<file path="config.mk">
export PLATFORM = sky130hd
export DESIGN_NAME = time_string_to_seconds
export DESIGN_NICKNAME = d
export VERILOG_FILES = /design/src/rtl/core/tss_pkg.sv /design/src/rtl/core/tss_in_stage.sv /design/src/rtl/core/tss_scan.sv /design/src/rtl/core/tss_out_stage.sv /design/src/rtl/core/time_string_to_seconds.sv
export SDC_FILE = /design/constraint.sdc
export NUM_CORES = 1
export LEC_CHECK = 0
export ABC_CLOCK_PERIOD_IN_PS = 6600
export BUFFER_PORTS_ARGS = -buffer_cell sky130_fd_sc_hd__buf_2
export CORE_UTILIZATION = 45
export DETAILED_ROUTE_END_ITERATION = 10
export GPL_ROUTABILITY_DRIVEN = 0
export PLACE_DENSITY = 0.67
export SETUP_SLACK_MARGIN = 0.02
export SYNTH_ARGS = -nofsm -noshare
export SYNTH_HDL_FRONTEND = slang
export SYNTH_SLANG_ARGS = --single-unit
</file>
<file path="constraint.sdc">
create_clock -name clk -period 6.6 [get_ports clk]
set_clock_uncertainty 0.15 [all_clocks]
set_input_delay 0.66 -clock clk [delete_from_list [all_inputs] [get_ports clk]]
set_output_delay 0.66 -clock clk [all_outputs]
set_load 0.05 [all_outputs]
</file>
<file path="src/rtl/core/tss_pkg.sv">
package tss_pkg;

  localparam int unsigned SecondsWidth = 17;
  localparam int unsigned PosWidth     = 4;
  localparam int unsigned MaxLen       = 8;

  localparam logic [SecondsWidth-1:0] DaySeconds = 17'd86400;
  localparam logic [PosWidth-1:0]     PosMax     = 4'd9;
  localparam logic [PosWidth-1:0]     LenMax     = 4'd8;
  localparam logic [PosWidth-1:0]     LenHh      = 4'd2;
  localparam logic [PosWidth-1:0]     LenHhMm    = 4'd5;
  localparam logic [PosWidth-1:0]     LenHhMmSs  = 4'd8;
  localparam logic [PosWidth-1:0]     ColonPosA  = 4'd2;
  localparam logic [PosWidth-1:0]     ColonPosB  = 4'd5;

  localparam logic [7:0] CharColon = 8'h3a;
  localparam logic [7:0] CharZero  = 8'h30;
  localparam logic [7:0] CharNine  = 8'h39;

  typedef enum logic [2:0] {
    ST_OK       = 3'd0,
    ST_LONG     = 3'd1,
    ST_NONDIGIT = 3'd2,
    ST_COLON    = 3'd3,
    ST_LENGTH   = 3'd4
  } status_t;

  typedef struct packed {
    logic [SecondsWidth-1:0] seconds;
    status_t                 status;
  } result_t;

  // Digit times positional weight, already reduced modulo one day.
  function automatic logic [SecondsWidth-1:0] digit_term(
    input logic [2:0] pos,
    input logic [3:0] digit
  );
    logic [SecondsWidth-1:0] term;
    term = '0;
    case (pos)
      3'd0: begin
        case (digit)
          4'd1:    term = 17'd36000;
          4'd2:    term = 17'd72000;
          4'd3:    term = 17'd21600;
          4'd4:    term = 17'd57600;
          4'd5:    term = 17'd7200;
          4'd6:    term = 17'd43200;
          4'd7:    term = 17'd79200;
          4'd8:    term = 17'd28800;
          4'd9:    term = 17'd64800;
          default: term = '0;
        endcase
      end
      3'd1:    term = SecondsWidth'(digit) * 17'd3600;
      3'd3:    term = SecondsWidth'(digit) * 17'd600;
      3'd4:    term = SecondsWidth'(digit) * 17'd60;
      3'd6:    term = SecondsWidth'(digit) * 17'd10;
      3'd7:    term = SecondsWidth'(digit);
      default: term = '0;
    endcase
    return term;
  endfunction

endpackage

</file>
<file path="src/rtl/core/tss_in_stage.sv">
module tss_in_stage import tss_pkg::*; (
  input  logic       clk,
  input  logic       rst,
  input  logic       char_valid,
  output logic       char_stall,
  input  logic [7:0] character,
  input  logic       last,
  input  logic       advance,
  output logic       hold_valid,
  output logic [7:0] hold_char,
  output logic       hold_last
);

  logic accept;

  // Stall only while a held beat cannot move on this cycle.
  assign char_stall = hold_valid && !advance;
  assign accept     = char_valid && !char_stall;

  always_ff @(posedge clk) begin
    if (rst) begin
      hold_valid <= 1'b0;
    end else if (accept) begin
      hold_valid <= 1'b1;
    end else if (advance) begin
      hold_valid <= 1'b0;
    end
  end

  always_ff @(posedge clk) begin
    if (accept) begin
      hold_char <= character;
      hold_last <= last;
    end
  end

endmodule

</file>
<file path="src/rtl/core/tss_scan.sv">
module tss_scan import tss_pkg::*; (
  input  logic          clk,
  input  logic          rst,
  input  logic          cfg_we,
  input  logic          cfg_wdata,
  input  logic          advance,
  input  logic [7:0]    hold_char,
  input  logic          hold_last,
  output result_t       result
);

  logic                    accept_hours_only;
  logic [PosWidth-1:0]     position;
  logic [PosWidth-1:0]     position_next;
  logic [SecondsWidth-1:0] acc;
  logic [SecondsWidth-1:0] acc_next;
  status_t                 error_code;
  status_t                 error_code_next;

  logic                    in_range;
  logic                    colon_slot;
  logic                    is_colon;
  logic                    is_digit;
  status_t                 char_err;
  logic [SecondsWidth-1:0] term;
  logic [SecondsWidth:0]   sum;
  status_t                 final_status;

  always_comb begin
    in_range   = position < PosWidth'(MaxLen);
    colon_slot = (position == ColonPosA) || (position == ColonPosB);
    is_colon   = hold_char == CharColon;
    is_digit   = hold_char inside {[CharZero:CharNine]};
    term       = digit_term(position[2:0], 4'(hold_char - CharZero));

    char_err = ST_OK;
    if (!is_digit && !is_colon) begin
      char_err = ST_NONDIGIT;
    end else if (is_colon != colon_slot) begin
      char_err = ST_COLON;
    end

    // Keep the sum reduced: one compare and subtract per character.
    sum      = {1'b0, acc} + {1'b0, term};
    acc_next = acc;
    if (in_range && char_err == ST_OK && is_digit) begin
      if (sum >= {1'b0, DaySeconds}) begin
        acc_next = SecondsWidth'(sum - {1'b0, DaySeconds});
      end else begin
        acc_next = sum[SecondsWidth-1:0];
      end
    end

    error_code_next = error_code;
    if (in_range && error_code == ST_OK) begin
      error_code_next = char_err;
    end

    position_next = (position < PosMax) ? position + 4'd1 : position;

    if (position_next > LenMax) begin
      final_status = ST_LONG;
    end else if (error_code_next != ST_OK) begin
      final_status = error_code_next;
    end else if (position_next == LenHhMm || position_next == LenHhMmSs ||
                 (position_next == LenHh && accept_hours_only)) begin
      final_status = ST_OK;
    end else begin
      final_status = ST_LENGTH;
    end

    result.status  = final_status;
    result.seconds = (final_status == ST_OK) ? acc_next : '0;
  end

  always_ff @(posedge clk) begin
    if (rst) begin
      accept_hours_only <= 1'b1;
    end else if (cfg_we) begin
      accept_hours_only <= cfg_wdata;
    end
  end

  // Clear the string state after the last beat.
  always_ff @(posedge clk) begin
    if (rst) begin
      position   <= '0;
      acc        <= '0;
      error_code <= ST_OK;
    end else if (advance) begin
      if (hold_last) begin
        position   <= '0;
        acc        <= '0;
        error_code <= ST_OK;
      end else begin
        position   <= position_next;
        acc        <= acc_next;
        error_code <= error_code_next;
      end
    end
  end

endmodule

</file>
<file path="src/rtl/core/tss_out_stage.sv">
module tss_out_stage import tss_pkg::*; (
  input  logic                    clk,
  input  logic                    rst,
  input  logic                    load,
  input  result_t                 result,
  output logic                    room,
  output logic                    result_valid,
  input  logic                    result_stall,
  output logic [SecondsWidth-1:0] seconds,
  output logic [2:0]              status
);

  // Room when empty or when the held beat leaves this cycle.
  assign room = !result_valid || !result_stall;

  always_ff @(posedge clk) begin
    if (rst) begin
      result_valid <= 1'b0;
    end else if (load) begin
      result_valid <= 1'b1;
    end else if (!result_stall) begin
      result_valid <= 1'b0;
    end
  end

  always_ff @(posedge clk) begin
    if (load) begin
      seconds <= result.seconds;
      status  <= 3'(result.status);
    end
  end

endmodule

</file>
<file path="src/rtl/core/time_string_to_seconds.sv">
// The last character waits in the input register until the result register has room.
// Throughput: one character per cycle unless a last character meets a full, stalled
// result register; the input register and the result register each hold one beat, so
// characters that are not last keep flowing while a finished result waits to be taken.
// Reset (rst, synchronous, active high): clears the position, the running sum, the error
// code and both valid flags, and sets accept_hours_only to 1.
module time_string_to_seconds import tss_pkg::*; (
  input  logic                    clk,
  input  logic                    rst,
  input  logic                    cfg_we,
  input  logic                    cfg_wdata,
  input  logic                    char_valid,
  output logic                    char_stall,
  input  logic [7:0]              character,
  input  logic                    last,
  output logic                    result_valid,
  input  logic                    result_stall,
  output logic [SecondsWidth-1:0] seconds,
  output logic [2:0]              status
);

  logic       hold_valid;
  logic [7:0] hold_char;
  logic       hold_last;
  logic       room;
  logic       advance;
  result_t    result;

  // A held character moves on unless it ends the string and the result
  // register is still full and stalled. Characters that are not last never
  // need the result register, so they advance every cycle.
  assign advance = hold_valid && (!hold_last || room);

  // Stage one: register the incoming character beat.
  tss_in_stage u_in_stage (
    .clk        (clk),
    .rst        (rst),
    .char_valid (char_valid),
    .char_stall (char_stall),
    .character  (character),
    .last       (last),
    .advance    (advance),
    .hold_valid (hold_valid),
    .hold_char  (hold_char),
    .hold_last  (hold_last)
  );

  // Per-character checks, the day-reduced running sum, and the final
  // status on the last character. String state updates as the beat advances.
  tss_scan u_scan (
    .clk       (clk),
    .rst       (rst),
    .cfg_we    (cfg_we),
    .cfg_wdata (cfg_wdata),
    .advance   (advance),
    .hold_char (hold_char),
    .hold_last (hold_last),
    .result    (result)
  );

  // Stage two: hold the result beat until the sink takes it.
  tss_out_stage u_out_stage (
    .clk          (clk),
    .rst          (rst),
    .load         (advance && hold_last),
    .result       (result),
    .room         (room),
    .result_valid (result_valid),
    .result_stall (result_stall),
    .seconds      (seconds),
    .status       (status)
  );

endmodule
</file>
==> results.md <==
- Outcome: complete, but fails checks
- Violated checks: DRC
- CP max stage delay: 0.62 ns
- Initial Utilization: 0.4689
- Post-CTS Repair Setup Buffers: 0
- Place WS: 0.5340 ns
- Filler cell count: 1085
- Initial antenna violation count: 0
- Post-synth top cells: nor2_1 (70), ha_1 (66), nand2_1 (50)
- VDD IR-drop max: 0.1819 mV
- Internal power: 808.2 uW
- Critical path type: flop to flop
- CP max-delay cell: fa_1
- Hold Crit Class: primary input to flop
- Final ANT Viol Nets: 0
- Worst-Margin Slew: 1.013 ns
- Register bit total from synthesis: 66
- Comb pwr share: 0.248
- Vias in the first global route: 4432
- Inst Count DP: 776
- R2R Path End: u_out_stage.seconds[8]$_SDFFCE_PP0P_
- Max Cap Violations: 0
- Crit path max fanout: 10
- CP Capture Point: u_out_stage.seconds[8]$_SDFFCE_PP0P_
- WL/cell: 15.90 um
- Layout cells sized above 1: 0.1248
- Fraction of registers with async set/reset: 0
- Worst rel slew slack: 0.3248
- Crit path depth: 23
- CP startpoint kind: flop
- WP buf/inv: 2
- Clock power share: 0.364
- Multi-input logic area: 3547 um^2
- Register area: 1612 um^2
- Final hold violation count: 0
- Die X: 111.8 um
- # clock sinks: 66
- Net count, final: 734
- Seq/Total Area, Yosys: 0.2972
- Synth Instances: 615
- Crit-path most repeated cell: a21o_1
- PwrDens: 195.4 nW/um^2
- Clk slew on worst S/H paths: 0.06 ns
- Post-synth cell types: 77
- Yosys warns: 0
- Finish-stage setup viols: 0
- Post-route insts no fill: 792
- Synth Flop Type: dfxtp_1
- FF-to-FF setup slack: 0.47 ns
- Vias per std cell: 5.794
- Syn Std Cell Area: 5423 um^2
- Clk root buf: clkbuf_16
- Final Routed Wirelength: 12590 um
- Io pins: 37
- Final WS setup: 0.4713 ns
- Total track usage: 0.2170
- Crit path DAT: 6.04 ns
- Largest net degree at the start of global routing: 28
- Psw: 358.6 uW
- Core box area: 11560 um^2
- Crit end category: flop
- DRC violations left: 5
- Drt initial violations: 363
- Area share of the largest cell type after synthesis: 0.1606
- # diodes: 0
- Setup TNS: 0 ns
- Number of gates resized after CTS: 0
- Rows: 39
- Design area: 5973 um^2
- CTS tree: done
- Total grt overflow: 0
- Max Slew Vio Count: 0
- First-pass GRT wire length: 21410 um
- CTS Hold Bufs: 0
- Post-Place Cell Area: 5717 um^2
- Synthesized Nets: 705
- Most frequent cell after synthesis: nor2_1
- Tmin final: 6.129 ns
- Via count: 4589
- CP required: 6.51 ns
- Drt pass-1 iters: 10
- Maximum clock path buffer count: 2
- CTS buffer count: 9
- Number of port buffers: 36
- Clk_lat worst skew: 0.35 ns
- Pleak: 2.562 nW
- Cell Chain, Critical Path: fa_1, inv_1, fa_1, inv_1, ha_1, a21o_1, a21o_1, a21o_1, a21oi_1, xnor2_1, nand2_1, a31oi_1, ha_1, a21oi_1, o31ai_1, or3_2, o221ai_1, nor3_1, a211o_1, o211ai_4, and2_4, mux2i_1, a211oi_2
- Die area: 12490 um^2
- RSZ-0062 raised after global routing: false
- Post-synth EDFFs: 29
- Max Fclk: 163.2 MHz
- Crit path max-delay family: compound AO/OA/AOI/OAI gates
- Worst setup path startpoint: u_in_stage.hold_char[1]$_DFFE_PP_
- Sw Share: 0.3073
- Post-synth top area cell: edfxtp_1
- Syn Area/Cell: 8.817 um^2
- Critical R2R Launch: u_in_stage.hold_char[1]$_DFFE_PP_
- Layout area overhead: 10.15%
- Final Cycle Share: 0.9286
- Synth area leaders: edfxtp_1 (16%), ha_1 (15%), dfxtp_1 (14%)
- Die height: 111.8 um
- HPWL after detailed placement: 9878 um
- FF-to-FF path depth: 23
- Core Util, Final: 0.5165
- Htree depth: 3
- Seq pwr share: 0.388
placed cells by master, fill, tap and decap left out, types with 4 or more instances in the layout:
master	synthesis	routed
nor2_1	70	70
ha_1	66	66
nand2_1	50	50
inv_1	45	45
a21oi_1	43	43
dfxtp_1	37	37
buf_2	1	36
o21ai_0	30	30
edfxtp_1	29	29
xnor2_1	24	24
mux2i_1	14	14
a31oi_1	13	13
a22oi_1	13	13
a21o_1	12	12
nor3_1	12	12
nand3_1	10	10
xor2_1	10	10
a211oi_1	9	9
fa_1	9	9
clkbuf_16	0	9
a222oi_1	7	7
nand2b_1	6	6
nor2b_1	6	6
o21a_1	5	5
o211ai_1	4	4
and2_2	4	4
nand3b_1	4	4
buf_4	1	4
routing by layer:
metal	vias to the layer above	global-route usage	wire length (um)
li1	2279	-	-
met1	2152	0.2827	5866
met2	133	0.3408	5591
met3	25	0.04518	738
met4	0	0.1090	397
met5	-	0	0
how the worst min path moves through the flow:
stage | from | cells past startpoint | to
floorplan | u_scan.acc[13]$_SDFFE_PP0P_ | 2 | u_scan.acc[13]$_SDFFE_PP0P_
global placement | u_scan.acc[7]$_SDFFE_PP0P_ | 2 | u_scan.acc[7]$_SDFFE_PP0P_
detailed placement | u_scan.error_code[2]$_SDFFE_PP0P_ | 1 | u_scan.error_code[2]$_SDFFE_PP0P_
CTS | character[7] | 1 | u_in_stage.hold_char[7]$_DFFE_PP_
global route | character[7] | 1 | u_in_stage.hold_char[7]$_DFFE_PP_
finish | character[7] | 1 | u_in_stage.hold_char[7]$_DFFE_PP_
through the flow:
stage / hold WS [ns] / power, mW
floorplan: 0.2953 / 0.6860
global placement: 0.3478 / 0.7412
detailed placement: 0.3626 / 0.7467
CTS: 0.3301 / 1.176
global route: 0.3386 / 1.233
finish: 0.3449 / 1.167
power by group through the flow:
| stage | clock network (mW) | registers [mW] | logic [mW] |
|---|---|---|---|
| 3_5_place_dp | 0 | 0.461 | 0.286 |
| 5_1_grt | 0.453 | 0.454 | 0.326 |
| 6_report | 0.425 | 0.453 | 0.290 |
| 4_1_cts | 0.436 | 0.452 | 0.288 |
| 3_3_place_gp | 0 | 0.461 | 0.281 |
| 2_1_floorplan | 0 | 0.471 | 0.215 |
worst reg2reg max path, cell delays in order (launching register included):
cell and delay (ns):
edfxtp_1 0.57, fa_1 0.62, inv_1 0.07, fa_1 0.51
inv_1 0.05, ha_1 0.26, a21o_1 0.16, a21o_1 0.19
a21o_1 0.18, a21oi_1 0.17, xnor2_1 0.13, nand2_1 0.06
a31oi_1 0.19, ha_1 0.32, a21oi_1 0.15, o31ai_1 0.13
or3_2 0.42, o221ai_1 0.35, nor3_1 0.11, a211o_1 0.36
o211ai_4 0.13, and2_4 0.22, mux2i_1 0.24, a211oi_2 0.09
final cells by class:
class,instances,area share
Multi-Input combinational cell,482,0.5938
Sequential cell,66,0.2698
Clock buffer,12,0.03959
Timing Repair Buffer,40,0.03519
Tap cell,143,0.02995
Inverter,45,0.02828
Clock inverter,4,0.003351
kinds of logic after synthesis:
kind of cell	after synthesis	synth area share
AOI/OAI and AO/OA	176	0.2287
xor gates and xnor gates	34	0.05491
adders and majority gates	75	0.1855
buffers and inverters	67	0.05030
DFF	66	0.2972
muxes	14	0.02584
and+or+nand+nor	183	0.1576
(Power assumes the default switching activity.)
